<file path="config.mk">
export PLATFORM = sky130hd
export DESIGN_NAME = fp8_e5m2_multiplier_unit
export DESIGN_NICKNAME = d
export VERILOG_FILES = /design/src/rtl/core/fp8m_pkg.sv /design/src/rtl/core/fp8m_apb_regs.sv /design/src/rtl/core/fp8m_mul_core.sv /design/src/rtl/core/fp8_e5m2_multiplier_unit.sv
export SDC_FILE = /design/constraint.sdc
export NUM_CORES = 1
export LEC_CHECK = 0
export BUFFER_PORTS_ARGS = -buffer_cell sky130_fd_sc_hd__buf_2
export CORE_MARGIN = 2
export CORE_UTILIZATION = 41
export CTS_CLUSTER_DIAMETER = 30
export DETAILED_ROUTE_END_ITERATION = 16
export PLACE_DENSITY = 0.76
export SYNTH_ARGS = -nofsm -noshare
export SYNTH_HDL_FRONTEND = slang
export SYNTH_SLANG_ARGS = --single-unit
export TNS_END_PERCENT = 50
</file>
<file path="constraint.sdc">
create_clock -name i_clk -period 4.43 [get_ports i_clk]
set_input_delay 0.6645 -clock i_clk [delete_from_list [all_inputs] [get_ports i_clk]]
set_output_delay 0.6645 -clock i_clk [all_outputs]
set_load 0.02 [all_outputs]
</file>
<file path="src/rtl/core/fp8m_pkg.sv">
package fp8m_pkg;

    localparam int unsigned OperandWidth = 8;
    localparam int unsigned ExpWidth     = 5;
    localparam int unsigned MantWidth    = 2;
    localparam int unsigned SigWidth     = MantWidth + 1;
    localparam int unsigned ProdWidth    = 2 * SigWidth;
    // wide enough for e_a + e_b + 1 - bias + carry, signed
    localparam int unsigned ExpSumWidth  = ExpWidth + 3;

    localparam logic [OperandWidth-1:0] NanCode  = 8'h80;
    localparam logic [OperandWidth-1:0] ZeroCode = 8'h00;
    localparam logic [OperandWidth-2:0] SatMag   = 7'h7F;
    localparam logic [ExpSumWidth-1:0]  ExpBias  = 8'd15;
    localparam logic [ExpSumWidth-1:0]  ExpMax   = 8'd31;

    // APB register map
    localparam int unsigned ApbAddrWidth = 2;
    localparam int unsigned ApbDataWidth = 32;
    localparam logic [ApbAddrWidth-1:0] RegTruncateMode = 2'd0;

    localparam logic TruncateModeReset = 1'b0;

    // operands as held in the input stage
    typedef struct packed {
        logic [OperandWidth-1:0] a;
        logic [OperandWidth-1:0] b;
    } t_operands;

endpackage

</file>
<file path="src/rtl/core/fp8m_apb_regs.sv">
module fp8m_apb_regs (
    input  logic                               i_clk,
    input  logic                               i_rst_n,
    input  logic                               psel,
    input  logic                               penable,
    input  logic                               pwrite,
    input  logic [fp8m_pkg::ApbAddrWidth-1:0]  paddr,
    input  logic [fp8m_pkg::ApbDataWidth-1:0]  pwdata,
    output logic [fp8m_pkg::ApbDataWidth-1:0]  prdata,
    output logic                               pready,
    output logic                               o_truncate_mode
);

    logic r_truncate_mode;
    logic n_truncate_mode;
    logic w_wr;

    assign pready = 1'b1;
    assign w_wr   = psel && penable && pwrite && (paddr == fp8m_pkg::RegTruncateMode);

    always_comb begin
        n_truncate_mode = r_truncate_mode;
        if (w_wr) begin
            n_truncate_mode = pwdata[0];
        end
    end

    always_ff @(posedge i_clk) begin
        if (!i_rst_n) begin
            r_truncate_mode <= fp8m_pkg::TruncateModeReset;
        end else begin
            r_truncate_mode <= n_truncate_mode;
        end
    end

    always_comb begin
        prdata = '0;
        if (paddr == fp8m_pkg::RegTruncateMode) begin
            prdata[0] = r_truncate_mode;
        end
    end

    assign o_truncate_mode = r_truncate_mode;

endmodule

</file>
<file path="src/rtl/core/fp8m_mul_core.sv">
module fp8m_mul_core (
    input  fp8m_pkg::t_operands                    i_ops,
    input  logic                                   i_truncate_mode,
    output logic [fp8m_pkg::OperandWidth-1:0]      o_product
);

    localparam int unsigned EW = fp8m_pkg::ExpWidth;
    localparam int unsigned MW = fp8m_pkg::MantWidth;
    localparam int unsigned SW = fp8m_pkg::SigWidth;
    localparam int unsigned PW = fp8m_pkg::ProdWidth;
    localparam int unsigned XW = fp8m_pkg::ExpSumWidth;

    logic          w_nan, w_zero, w_sign, w_hi;
    logic [SW-1:0] w_sig_a, w_sig_b;
    logic [PW-1:0] w_prod;
    logic [EW-1:0] w_exp_a, w_exp_b;
    logic [XW-1:0] w_exp, w_exp_fin;
    logic [MW-1:0] w_mant;
    logic          w_gt_half, w_eq_half, w_round;
    logic [MW:0]   w_mant_r;

    assign w_nan  = (i_ops.a == fp8m_pkg::NanCode) || (i_ops.b == fp8m_pkg::NanCode);
    assign w_zero = (i_ops.a == fp8m_pkg::ZeroCode) || (i_ops.b == fp8m_pkg::ZeroCode);
    assign w_sign = i_ops.a[7] ^ i_ops.b[7];

    assign w_exp_a = i_ops.a[MW +: EW];
    assign w_exp_b = i_ops.b[MW +: EW];
    assign w_sig_a = {1'b1, i_ops.a[MW-1:0]};
    assign w_sig_b = {1'b1, i_ops.b[MW-1:0]};
    assign w_prod  = PW'({{SW{1'b0}}, w_sig_a} * {{SW{1'b0}}, w_sig_b});
    assign w_hi    = w_prod[PW-1];

    // biased exponent, signed two's complement
    assign w_exp = XW'(w_exp_a) + XW'(w_exp_b) + XW'(w_hi) - fp8m_pkg::ExpBias;

    always_comb begin
        if (w_hi) begin
            w_mant    = w_prod[4:3];
            w_gt_half = w_prod[2] && (w_prod[1:0] != 2'b00);
            w_eq_half = (w_prod[2:0] == 3'b100);
        end else begin
            w_mant    = w_prod[3:2];
            w_gt_half = (w_prod[1:0] == 2'b11);
            w_eq_half = (w_prod[1:0] == 2'b10);
        end
    end

    assign w_round   = !i_truncate_mode && (w_gt_half || (w_eq_half && w_mant[0]));
    assign w_mant_r  = {1'b0, w_mant} + (MW+1)'(w_round);
    assign w_exp_fin = w_exp + XW'(w_mant_r[MW]);

    always_comb begin
        if (w_nan) begin
            o_product = fp8m_pkg::NanCode;
        end else if (w_zero || w_exp_fin[XW-1]) begin
            o_product = fp8m_pkg::ZeroCode;
        end else if (w_exp_fin > fp8m_pkg::ExpMax) begin
            o_product = {w_sign, fp8m_pkg::SatMag};
        end else if ((w_exp_fin == '0) && (w_mant_r[MW-1:0] == '0)) begin
            o_product = fp8m_pkg::ZeroCode;
        end else begin
            o_product = {w_sign, w_exp_fin[EW-1:0], w_mant_r[MW-1:0]};
        end
    end

endmodule

</file>
<file path="src/rtl/core/fp8_e5m2_multiplier_unit.sv">
// E5M2 (1/5/2, bias 15) multiplier. Takes one request per cycle while o_stall
// is low and returns one product per request: operands land in an input
// register, the product is formed by a short combinational path and
// captured in the result register. Code 0x80 is NaN and propagates; 0x00 is
// zero; every other code, exponent 0 included, carries an implicit leading
// one. Underflow flushes to 0x00, overflow saturates to sign|0x7F.
// truncate_mode (APB byte address 0, bit 0) selects truncation (1) or
// round-to-nearest-even (0); write it only while the unit is empty.
// o_stall rises only when both stages hold requests and the sink stalls.
module fp8_e5m2_multiplier_unit (
    input  logic                               i_clk,
    input  logic                               i_rst_n,
    // APB configuration port
    input  logic                               psel,
    input  logic                               penable,
    input  logic                               pwrite,
    input  logic [fp8m_pkg::ApbAddrWidth-1:0]  paddr,
    input  logic [fp8m_pkg::ApbDataWidth-1:0]  pwdata,
    output logic [fp8m_pkg::ApbDataWidth-1:0]  prdata,
    output logic                               pready,
    // request channel
    input  logic                               i_valid,
    output logic                               o_stall,
    input  logic [fp8m_pkg::OperandWidth-1:0]  i_operand_a,
    input  logic [fp8m_pkg::OperandWidth-1:0]  i_operand_b,
    // result channel
    output logic                               o_valid,
    input  logic                               i_stall,
    output logic [fp8m_pkg::OperandWidth-1:0]  o_product
);

    logic                                  w_truncate_mode;
    logic                                  w_out_free;
    logic                                  w_s1_move;
    logic                                  w_in_take;
    logic [fp8m_pkg::OperandWidth-1:0]     w_product;

    // input stage
    logic                                  r_s1_valid, n_s1_valid;
    fp8m_pkg::t_operands                   r_s1_ops, n_s1_ops;
    // result stage
    logic                                  r_out_valid, n_out_valid;
    logic [fp8m_pkg::OperandWidth-1:0]     r_product, n_product;

    fp8m_apb_regs u_regs (
        .i_clk           (i_clk),
        .i_rst_n         (i_rst_n),
        .psel            (psel),
        .penable         (penable),
        .pwrite          (pwrite),
        .paddr           (paddr),
        .pwdata          (pwdata),
        .prdata          (prdata),
        .pready          (pready),
        .o_truncate_mode (w_truncate_mode)
    );

    fp8m_mul_core u_core (
        .i_ops           (r_s1_ops),
        .i_truncate_mode (w_truncate_mode),
        .o_product       (w_product)
    );

    // result register frees up when empty or being taken this cycle
    assign w_out_free = !r_out_valid || !i_stall;
    assign w_s1_move  = r_s1_valid && w_out_free;
    assign o_stall    = r_s1_valid && !w_out_free;
    assign w_in_take  = i_valid && !o_stall;

    always_comb begin
        n_s1_valid = r_s1_valid;
        n_s1_ops   = r_s1_ops;
        if (!r_s1_valid || w_out_free) begin
            n_s1_valid = i_valid;
        end
        if (w_in_take) begin
            n_s1_ops.a = i_operand_a;
            n_s1_ops.b = i_operand_b;
        end
    end

    always_comb begin
        n_out_valid = r_out_valid;
        n_product   = r_product;
        if (w_out_free) begin
            n_out_valid = r_s1_valid;
        end
        if (w_s1_move) begin
            n_product = w_product;
        end
    end

    always_ff @(posedge i_clk) begin
        if (!i_rst_n) begin
            r_s1_valid  <= 1'b0;
            r_out_valid <= 1'b0;
        end else begin
            r_s1_valid  <= n_s1_valid;
            r_out_valid <= n_out_valid;
        end
    end

    always_ff @(posedge i_clk) begin
        r_s1_ops  <= n_s1_ops;
        r_product <= n_product;
    end

    assign o_valid   = r_out_valid;
    assign o_product = r_product;

endmodule
</file>
## After elaboration in Yosys (flattened, before gate mapping)

Cells that the tools add are included.

| word-level totals | value |
|---|---|
| word-level logic and storage cells | 56 |
| output and inout port bits | 43 |
| input port bits | 57 |
| bits in registers | 27 |

| cells by class | value |
|---|---|
| add/sub/neg operators | 5 |
| bitwise gates (word level) | 1 |
| multiply operators | 1 |
| order comparisons | 1 |
| reduce and logical (&&, ||, !) cells | 29 |
| equal/unequal tests | 5 |
| multiplexer cells | 7 |

Operators with widths:

| operator | number |
|---|---|
| zero test 8 bit | 3 |
| 2-to-1 mux 8 bit | 3 |
| adder 8 x 1 -> 8 bit | 2 |
| == test 8 bit (second input constant) | 2 |
| logical AND 1 bit | 10 |
| > comparator 8 x 5 -> 1 bit (second input constant) | 1 |
| subtractor 8 x 4 -> 8 bit (second input constant) | 1 |
| adder 5 x 5 -> 6 bit | 1 |
| zero test 1 bit | 6 |
| logical OR 1 bit | 6 |
| multiplier 3 x 3 -> 6 bit | 1 |
| == test 2 bit (second input constant) | 2 |
| zero test 2 bit | 2 |
| adder 2 x 1 -> 3 bit | 1 |
| == test 3 bit (second input constant) | 1 |
| 2-to-1 mux 1 bit | 3 |
| 2-to-1 mux 2 bit | 1 |
| nonzero test 2 bit | 1 |
| OR reduction 2 bit | 1 |
| bitwise XOR 1 bit | 1 |

## Depth between registers and ports, before layout

Gate-level depths: netlist of run 1.

| logic depth | value |
|---|---|
| depth in word-level cells | 13 |
| mapped depth | 18 |
| depth with buffers taken out | 18 |

## By module

Synthesis of run 1 repeated with hierarchy kept, for this count alone.

| unflattened totals | value |
|---|---|
| cell total of the unflattened synthesis | 178 |
| area total of the unflattened synthesis | 1986.9 um^2 |

By module, submodules not included:

| module | seq. area each (um^2) | cells each | instances | area each (um^2) |
|---|---|---|---|---|
| fp8m_mul_core | 0.0 | 105 | 1 | 879.6 |
| fp8_e5m2_multiplier_unit | 760.7 | 32 | 1 | 804.5 |
| fp8m_apb_regs | 20.0 | 41 | 1 | 302.8 |

## Worst setup path after synthesis of run 1

No wires, ideal clock.

| path | value |
|---|---|
| kind | reg2reg |
| from | reg r_s1_ops[1] (netlist name) |
| to | reg r_product, in the netlist o_product[7], data pin |
| required time | 4161 ps |
| clock period less this slack | 4409 ps |
| stages on the path, launching flop included | 15 |
| arrival time | 4140 ps |
| path buffers | 0 |
| library setup time | 269 ps |
| setup slack | 21 ps |
| cells stage by stage | edfxtp_1 -> ha_1 -> xor2_1 -> ha_1 -> a21o_1 -> fa_1 -> a31oi_1 -> a2111oi_0 -> ha_1 -> ha_1 -> ha_1 -> fa_1 -> or4_4 -> a311oi_2 -> a22oi_2 |

| between the ends | value |
|---|---|
| word-level cells in the longest chain between the ends | 13 |
| elaborated cells on any way between the ends | 28 |
| those cells by class | add/sub (4); mul (1); order compare (1); eq/ne (4); mux (6); reduce/logical (12) |

RTL lines:

| item | line | RTL |
|---|---|---|
| start: declaration | fp8_e5m2_multiplier_unit.sv:40 | `fp8m_pkg::t_operands r_s1_ops, n_s1_ops;` |
| start signal: assignment | fp8_e5m2_multiplier_unit.sv:104 | `r_s1_ops <= n_s1_ops;` |
| branches (longest 13 deep; another with adder 8 x 1 -> 8 bit) | -- |  |
| end signal: assignment | fp8_e5m2_multiplier_unit.sv:105 | `r_product <= n_product;` |
| end: declaration | fp8_e5m2_multiplier_unit.sv:43 | `logic [fp8m_pkg::OperandWidth-1:0] r_product, n_product;` |

Several ways; the timed one is not identified.
A chain may end at the register's enable or synchronous reset.

## Worst setup path after layout of run 1

| path | value |
|---|---|
| from | reg r_s1_ops[9] (netlist name) |
| to | reg r_product, in the netlist o_product[7], data pin |

The elaborated chain is that of the path after synthesis.

==> flow_summary.json, run 1 <==
{
  "status": "finished clean",
  "initial_utilization_pct": 43.2,
  "rsz0062_at_grt": "yes",
  "whs_path_depth": 2,
  "worst_ep_required_time_ns": 4.46,
  "crit_fanout": 3,
  "layout.nets": 298,
  "rows": 24,
  "grt_usage_pct": 12.0,
  "clock_path_buffers": 2,
  "place_congestion": 0.787,
  "finalHoldViolations": 0,
  "vias_per_cell": 4.86,
  "grt_overflow": 0,
  "h-tree-depth": 1,
  "ios": 100,
  "peakVddDrop_mv": 0.226,
  "hold_end": "o_valid",
  "cp_top_family": "adder cells",
  "reg2reg_from": "r_s1_ops[9]",
  "fillers": 401,
  "cp-end-kind": "register",
  "combPwrFrac_pct": 37.3,
  "hold_start": "r_s1_valid",
  "slowest_delay_ns": 0.56,
  "cp_num_buf_inv": 2,
  "synth_ff_type": "edfxtp_1",
  "cp_cell_sequence": "ha_2 > xor2_1 > ha_1 > ha_2 > inv_1 > fa_1 > a21oi_1 > a21oi_1 > a2111oi_2 > ha_2 > ha_1 > ha_4 > fa_2 > buf_4 > or4_4 > a311oi_2 > a22oi_2",
  "r2r_slack_ns": 0.14,
  "diodes": 0,
  "power_switching_mw": 0.234,
  "cts_buffers": 3,
  "min_path_type": "reg2reg",
  "antenna_found_initial": 0,
  "worst_slew_pin_slew_ns": 1.10,
  "drive_gt1_share_pct": 30.1,
  "ys_seq_area_share_pct": 40.7,
  "area.growth.synth_to_final_pct": 15.1,
  "crit_path_top_delay_cell": "fa_1",
  "clk_pin_slew_worst_paths_ns": 0.09,
  "placed_cell_area_sq_mm": 0.00208,
  "fin_total_pwr_mw": 0.711,
  "crit_type": "reg2reg",
  "whs_ns": 0.525,
  "start_kind": "register",
  "fin_skew_ns": 0.00981,
  "hpwl_mm": 2.57,
  "clk_latency_ns": 0.27,
  "power_density_mw_per_mm2": 322,
  "drv_slew": 0,
  "synth_area_sq_mm": 0.00192,
  "ant_nets": 0,
  "yosys_warnings": 0,
  "max_freq_mhz": 233,
  "cts_sinks": 27,
  "p_sw_share_pct": 32.9,
  "finalSetupViolCount": 0,
  "drc": 0,
  "first_global_vias": 1163,
  "internal_power_mw": 0.477,
  "via_count": 1318,
  "relSlewSlack_pct": 25.9,
  "ys_ff_latch": 27,
  "die_y_um": 72.4,
  "synth-edff-count": 24,
  "rr_endpoint": "o_product[7]",
  "synth.distinct_cells": 41,
  "tritoncts": "done",
  "syn_avg_cell_area_sq_um": 11.2,
  "arrival_ns": 4.32,
  "max-cap-violations": 0,
  "dr.pass1.iters": 4,
  "final_cell_area_sq_mm": 0.00221,
  "finalCritPeriodShare_pct": 96.9,
  "grt_pass1_wl_mm": 4.82,
  "die-width_um": 72.4,
  "fin_crit_ns": 4.29,
  "cts-root-buf": "clkbuf_8",
  "drt_iter0_drc": 35,
  "setup_tns_ns": 0,
  "worst_path_most_repeated_cell": "ha_2",
  "port_buffers": 36,
  "core_region_area_sq_mm": 0.00444,
  "die_area_sq_mm": 0.00524,
  "fin_util_pct": 49.7,
  "clkPwrFrac_pct": 19.1,
  "async_reset_ff_share_pct": 0,
  "leakagePower_nw": 0.971,
  "grt_max_degree": 17,
  "seqPwrFrac_pct": 43.7,
  "wl_mm": 3.23,
  "r2r_cells": 17,
  "netlist_instances": 171,
  "wire_per_inst_um": 11.9
}
-- cells by family (layout without fill, tap and decap cells) --
group           count (synthesis)  count (layout)  synth area share (%)
compound gates                 34              34                  13.0
fa+ha+maj                      21              21                  15.3
buf+inv                        40              58                  14.1
mux                             2               2                  1.04
other cells                     2              32                 0.392
xor+xnor                        9               9                  4.50
flops                          27              27                  40.7
simple gates                   36              36                  11.0
-- metrics by stage --
stage,cells,worst slack (ns)
after floorplan,201,0.0211
after global placement,263,-0.00565
after detailed placement,263,-0.0658
after CTS,268,0.0101
after global routing,271,-0.0280
final,271,0.138
-- sequential cells by signal, summed over array words and instances (netlist names) --
register,count
r_s1_valid,1
o_product,8
r_s1_ops,16
o_valid,1
u_regs.o_truncate_mode,1
-- metal layers --
layer | share of wire, % | up-vias | wire, um | global-route usage [%]
met1 | 41 | 626 | 1310 | 13.2
met2 | 54 | 40 | 1730 | 22.8
met4 | 1.6 | 0 | 53 | 4.94
met5 | 0 | - | 0 | 0
li1 | - | 647 | - | -
met3 | 4.2 | 5 | 135 | 1.81
-- power by group through the flow --
stage                     Clock [mW]  Sequential [mW]  Combinational, mW
after floorplan                    0            0.327              0.192
after global placement             0            0.316              0.232
after detailed placement           0            0.316              0.238
after CTS                      0.140            0.310              0.245
after global routing           0.148            0.312              0.293
final                          0.136            0.310              0.265
-- repair_timing --
action | 4_1_cts | 5_1_grt
hold buffers | 0 | 0
pin swaps | 1 | 4
setup endpoints to repair | 7 | 8
resized for setup | 3 | 9
buffers inserted | 1 | 3
-- worst max-delay path by stage --
stage          slack, ns         from            to  depth (start not counted)
2_1_floorplan       0.02  r_s1_ops[1]  o_product[7]                         14
3_3_place_gp      -0.006  r_s1_ops[1]  o_product[7]                         16
5_1_grt            -0.03  r_s1_ops[9]  o_product[7]                         17
4_1_cts             0.01  r_s1_ops[1]  o_product[7]                         17
3_5_place_dp       -0.07  r_s1_ops[1]  o_product[7]                         16
6_report            0.14  r_s1_ops[9]  o_product[7]                         17
-- cell usage in the layout, fill, tap and decap left out, types with 3 or more instances in the layout --
master,count
a21o_1,4
a21oi_1,8
and2_1,6
buf_2,36
buf_4,10
clkbuf_8,3
conb_1,32
dfxtp_1,3
edfxtp_1,24
fa_1,3
ha_1,13
ha_2,3
inv_1,7
nand2_1,5
nor2_1,6
nor2b_1,3
o21a_1,5
or4_1,3
xnor2_1,3
xor2_1,4
-- Yosys cell counts, types with 3 or more instances --
master	instances	area, sq um
buf_4	32	240
edfxtp_1	24	721
ha_1	17	213
a21oi_1	9	45.0
inv_1	7	26.3
and2_1	6	37.5
nor2_1	6	22.5
nand2_1	5	18.8
o21a_1	5	37.5
a21o_1	4	30.0
fa_1	4	80.1
xnor2_1	4	35.0
xor2_1	4	35.0
dfxtp_1	3	60.1
nor2b_1	3	18.8
or4_1	3	22.5
-- area by class of cell --
type                            count  area (sq um)  area share, %
Multi-Input combinational cell    134          1030           46.7
Sequential cell                    27           781           35.4
Timing Repair Buffer               46           255           11.6
Tap cell                           52          65.1           2.95
Clock buffer                        4          45.0           2.04
Inverter                            8          30.0           1.36
-- worst reg2reg max path, delay by kind of cell (launching register included) --
| family | cells | cell delay, ns |
|---|---|---|
| compound gates | 5 | 0.57 |
| xor+xnor | 1 | 0.14 |
| fa+ha+maj | 8 | 2.19 |
| buf+inv | 2 | 0.22 |
| flops | 1 | 0.41 |
| simple gates | 1 | 0.53 |
No activity file was read; power rests on OpenSTA's default activity.
==> run 2: changes to the inputs <==
--- a/config.mk
+++ b/config.mk
@@ -5,7 +5,7 @@
 export SDC_FILE = /design/constraint.sdc
 export NUM_CORES = 1
 export LEC_CHECK = 0
-export BUFFER_PORTS_ARGS = -buffer_cell sky130_fd_sc_hd__buf_2
+export BUFFER_PORTS_ARGS = -buffer_cell sky130_fd_sc_hd__buf_4
 export CORE_MARGIN = 2
 export CORE_UTILIZATION = 41
 export CTS_CLUSTER_DIAMETER = 30
==> run 2 against run 1 <==
Register-to-register slack better by 0.02 ns. Largest power group unchanged. Count of clock-buffer cells in the layout stayed put. Power is 0.15% lower. Global-route usage is 0.35 points higher.
==> flow_summary.json, run 2 (synthesis gave the netlist of run 1 again) <==
{
  "status": "finished clean",
  "largest_reg_flops": 16,
  "rows": 24,
  "layout_common_cells": "42 x buf_4, 32 x conb_1, 24 x edfxtp_1, 14 x ha_1",
  "wl_met1_mm": 1.22,
  "crit_fanout": 4,
  "highest_layer": "met4",
  "clk_pin_slew_worst_paths_ns": 0.09,
  "fin_total_pwr_mw": 0.710,
  "cts_buffers": 3,
  "core_region_area_sq_mm": 0.00444,
  "cts_hold_buf": 0,
  "area.growth.synth_to_final_pct": 17.7,
  "setup_tns_ns": 0,
  "diodes": 0,
  "ios": 100,
  "clk_latency_ns": 0.28,
  "worst_slew_pin_slew_ns": 1.12,
  "initial_utilization_pct": 43.2,
  "cts_setup_buffers": 0,
  "relSlewSlack_pct": 24.4,
  "min_path_type": "reg2reg",
  "whs_path_depth": 2,
  "fin_cells": 267,
  "crit_type": "reg2reg",
  "final_cell_area_sq_mm": 0.00226,
  "grt_overflow": 0,
  "pre_cts_ws_ns": -0.0229,
  "hpwl_mm": 2.60,
  "die_y_um": 72.4,
  "r2r_cells": 16,
  "start_kind": "register",
  "h-tree-depth": 1,
  "place_congestion": 0.790,
  "die-width_um": 72.4,
  "whs_ns": 0.504,
  "wire_per_inst_um": 11.9,
  "dr.pass1.iters": 4,
  "cts-root-buf": "clkbuf_8",
  "tritoncts": "done",
  "fin_util_pct": 50.8,
  "antenna_found_initial": 0,
  "final_common_cell": "buf_4",
  "wl_met2_mm": 1.75,
  "drv_slew": 0,
  "peakVddDrop_mv": 0.172,
  "fin_crit_ns": 4.27,
  "largest-register": "r_s1_ops",
  "layout.nets": 294,
  "place_inst": 263,
  "grt_max_degree": 17,
  "drive_gt1_share_pct": 28.4,
  "reg2reg_from": "r_s1_ops[1]",
  "wl_met3_um": 148,
  "finalCritPeriodShare_pct": 96.4,
  "first_global_vias": 1164,
  "rr_endpoint": "o_product[7]",
  "clock_path_buffers": 2,
  "die_area_sq_mm": 0.00524,
  "placed_cell_area_sq_mm": 0.00217,
  "wl_mm": 3.19,
  "r2r_slack_ns": 0.16,
  "finalSetupViolCount": 0,
  "grt_usage_pct": 12.4,
  "ant_nets": 0,
  "max-cap-violations": 0,
  "cts_sinks": 27,
  "power_density_mw_per_mm2": 315,
  "setup_ws_ns": 0.159,
  "finalHoldViolations": 0,
  "leakagePower_nw": 0.976,
  "cp-end-kind": "register",
  "port_buffers": 36,
  "grt_pass1_wl_mm": 4.93,
  "worst_ep_required_time_ns": 4.46,
  "vias_per_cell": 4.86,
  "hold_start": "r_s1_valid",
  "fin_skew_ns": 0.00513,
  "fillers": 396,
  "via_count": 1297,
  "arrival_ns": 4.30,
  "drc": 0,
  "hold_end": "o_valid",
  "max_freq_mhz": 234,
  "drt_iter0_drc": 33
}
-- run 2: worst max path at each step --
stage | from | endpoint | slack [ns]
after detailed placement | r_s1_ops[1] | o_product[7] | -0.02
after CTS | r_s1_ops[1] | o_product[7] | 0.01
after global routing | r_s1_ops[1] | o_product[7] | -0.02
after floorplan | r_s1_ops[1] | o_product[7] | 0.02
final | r_s1_ops[1] | o_product[7] | 0.16
after global placement | r_s1_ops[1] | o_product[7] | 0.005
-- run 2: worst max-delay path, cell delays in order (launching register included) --
cell       delay, ns
edfxtp_1        0.41
ha_1            0.24
xor2_1          0.15
ha_1            0.28
ha_2            0.21
inv_1           0.07
fa_2            0.56
a21oi_2         0.06
a21oi_1         0.15
a2111oi_2       0.06
ha_2            0.19
ha_1            0.18
ha_2            0.19
fa_2            0.40
or4_4           0.54
a311oi_2        0.30
a22oi_2         0.07
-- run 2: repair_timing --
item,4_1_cts,5_1_grt
endpoints found under the hold margin,0,0
resized for setup,3,8
pin swaps,0,6
setup endpoints to repair,2,8
-- run 2: area by class of cell --
| class | instances | area, sq um | area share [%] |
|---|---|---|---|
| inverter | 8 | 30.0 | 1.33 |
| timing repair buffer | 42 | 315 | 14.0 |
| tap | 52 | 65.1 | 2.88 |
| sequential | 27 | 781 | 34.6 |
| clock buffer | 4 | 45.0 | 2.00 |
| multi-input combinational | 134 | 1020 | 45.2 |
-- run 2: per-layer routing --
| layer | GRT usage, % | vias up |
|---|---|---|
| li1 | - | 640 |
| met1 | 13.4 | 614 |
| met2 | 23.1 | 38 |
| met3 | 1.81 | 5 |
| met4 | 6.17 | 0 |
| met5 | 0 | - |
-- run 2: report_power, final --
| group | leakage (nW) | total [mW] | internal, mW | switching, mW |
|---|---|---|---|---|
| sequential | 0.254 | 0.311 | 0.303 | 0.00864 |
| combinational | 0.699 | 0.259 | 0.112 | 0.147 |
| clock | 0.0228 | 0.140 | 0.0646 | 0.0749 |
==> run 3: changes to the inputs <==
--- a/config.mk
+++ b/config.mk
@@ -7,10 +7,10 @@
 export LEC_CHECK = 0
 export BUFFER_PORTS_ARGS = -buffer_cell sky130_fd_sc_hd__buf_4
 export CORE_MARGIN = 2
-export CORE_UTILIZATION = 41
+export CORE_UTILIZATION = 49
 export CTS_CLUSTER_DIAMETER = 30
 export DETAILED_ROUTE_END_ITERATION = 16
-export PLACE_DENSITY = 0.76
+export PLACE_DENSITY = 0.85
 export SYNTH_ARGS = -nofsm -noshare
 export SYNTH_HDL_FRONTEND = slang
 export SYNTH_SLANG_ARGS = --single-unit
==> constraint.sdc (replaced) <==
create_clock -name i_clk -period 4.95 [get_ports i_clk]
set_input_delay 0.7425 -clock i_clk [delete_from_list [all_inputs] [get_ports i_clk]]
set_output_delay 0.7425 -clock i_clk [all_outputs]
set_load 0.02 [all_outputs]
==> run 3 against run 2 <==
Routed wire length decreased by 14%. Sequential share of layout area increased by 1.2 points. Cell count decreased by 3.0%. Fmax decreased by 7.4%. Clock skew decreased by 0.0033 ns. First-iteration DRC count increased by 12%. Combinational power decreased by 15%. Critical path depth increased by 1. Sequential power decreased by 10%. Final area decreased by 3.4%. Register-to-register slack improved by 0.18 ns. Clock power decreased by 14%.
==> flow_summary.json, run 3 (synthesis gave the netlist of run 1 again) <==
{
  "largest-register": "r_s1_ops",
  "worst_ep_required_time_ns": 4.96,
  "max_freq_mhz": 217,
  "cts_sinks": 27,
  "setup_ws_ns": 0.338,
  "rr_endpoint": "o_product[7]",
  "place_congestion": 0.761,
  "setup.worst_path.start": "r_s1_ops[1]",
  "first_global_vias": 1089,
  "clk_latency_ns": 0.27,
  "largest_reg_flops": 16,
  "layout.nets": 290,
  "power_density_mw_per_mm2": 284,
  "drv_slew": 0,
  "rsz0062_at_grt": "no",
  "ant_nets": 0,
  "endpoint": "o_product[7]",
  "grt_pass1_wl_mm": 4.46,
  "finalCritPeriodShare_pct": 93.2,
  "clk_pin_slew_worst_paths_ns": 0.08,
  "fillers": 327,
  "grt_overflow": 0,
  "crit_fanout": 5,
  "cts_setup_buffers": 0,
  "cts_hold_buf": 0,
  "reg2reg_from": "r_s1_ops[1]",
  "tritoncts": "done",
  "core_region_area_sq_mm": 0.00372,
  "clkPwrFrac_pct": 19.6,
  "die-width_um": 66.6,
  "arrival_ns": 4.63,
  "finalHoldViolations": 0,
  "setup_tns_ns": 0,
  "drt_iter0_drc": 37,
  "layout_common_cells": "38 x buf_4, 32 x conb_1, 24 x edfxtp_1, 17 x ha_1, 9 x a21oi_1",
  "leakagePower_nw": 0.961,
  "ios": 100,
  "grt_usage_pct": 13.1,
  "clock_path_buffers": 2,
  "wire_per_inst_um": 10.5,
  "antenna_found_initial": 0,
  "power_switching_mw": 0.198,
  "crit_type": "reg2reg",
  "cts-root-buf": "clkbuf_8",
  "relSlewSlack_pct": 32.9,
  "drc": 0,
  "grt_max_degree": 17,
  "area.growth.synth_to_final_pct": 13.7,
  "fin_util_pct": 58.7,
  "regArea_sq_um": 781,
  "wl_mm": 2.73,
  "start_kind": "register",
  "hpwl_mm": 2.28,
  "vias_per_cell": 4.66,
  "rows": 22,
  "fin_total_pwr_mw": 0.619,
  "h-tree-depth": 1,
  "die_area_sq_mm": 0.00443,
  "finalSetupViolCount": 0,
  "r2r_cells": 17,
  "peakVddDrop_mv": 0.203,
  "combPwrFrac_pct": 35.4,
  "fin_crit_ns": 4.61,
  "p_sw_share_pct": 32.0,
  "dr.pass1.iters": 4,
  "r2r_slack_ns": 0.34,
  "via_count": 1207,
  "fin_skew_ns": 0.00183,
  "diodes": 0,
  "pre_cts_ws_ns": 0.344,
  "cp-end-kind": "register",
  "worst_slew_pin_slew_ns": 0.998,
  "cts_buffers": 3,
  "drive_gt1_share_pct": 22.7,
  "seqPwrFrac_pct": 45.1,
  "internal_power_mw": 0.421,
  "die_y_um": 66.6,
  "multi_input_area_sq_um": 980,
  "max-cap-violations": 0,
  "port_buffers": 36,
  "initial_utilization_pct": 51.6,
  "cts_resized": 0,
  "final_common_cell": "buf_4",
  "min_path_type": "reg2reg",
  "status": "finished clean"
}
## run 3: changes by cell type in the layout (fill, tap and decap cells not counted), sizes merged
cell  previous run  this run
buf             42        38
## run 3: layout make-up
type,instances,share of cell area (%)
Multi-Input combinational cell,134,44.9
Sequential cell,27,35.8
Clock buffer,4,2.07
Tap cell,48,2.75
Timing Repair Buffer,38,13.1
Inverter,8,1.38
## run 3: power groups by stage
stage	logic (mW)	clock network [mW]	registers, mW
3_5_place_dp	0.216	0	0.285
6_report	0.219	0.121	0.279
3_3_place_gp	0.212	0	0.284
5_1_grt	0.244	0.135	0.281
2_1_floorplan	0.172	0	0.292
4_1_cts	0.219	0.125	0.279
## run 3: metal layers
metal	track usage [%]	part of all wire, %	vias to the layer above
met2	22.0	47	58
met5	0	0	-
li1	-	-	630
met1	17.0	45	516
met4	3.83	0.88	0
met3	2.53	7.2	3
## run 3: worst min path at each step
stage	to	depth (start not counted)	slack, ns	startpoint
after CTS	o_valid	2	0.51	r_s1_valid
after global routing	o_valid	2	0.54	r_s1_valid
after floorplan	o_valid	2	0.47	r_s1_valid
after detailed placement	o_valid	2	0.49	r_s1_valid
after global placement	o_valid	2	0.48	r_s1_valid
final	o_valid	2	0.51	r_s1_valid
## run 3: stage by stage
stage | instances | hold slack, ns | cell area [sq um]
3_5_place_dp | 255 | 0.489 | 2140
3_3_place_gp | 255 | 0.481 | 2140
6_report | 259 | 0.511 | 2180
4_1_cts | 259 | 0.507 | 2180
2_1_floorplan | 201 | 0.466 | 2030
5_1_grt | 259 | 0.542 | 2180
## run 3: critical path, cell delays in order, from the launching register on
cell and delay, ns:
edfxtp_1 0.48, ha_1 0.30, xor2_1 0.16, ha_1 0.28, ha_1 0.21, inv_1 0.07, fa_1 0.45, a21oi_1 0.17
a21oi_1 0.05, a2111oi_0 0.44, ha_1 0.24, ha_1 0.14, ha_1 0.18, fa_1 0.25, nand2_1 0.09, or4b_1 0.49
a311oi_2 0.28, a22oi_2 0.07
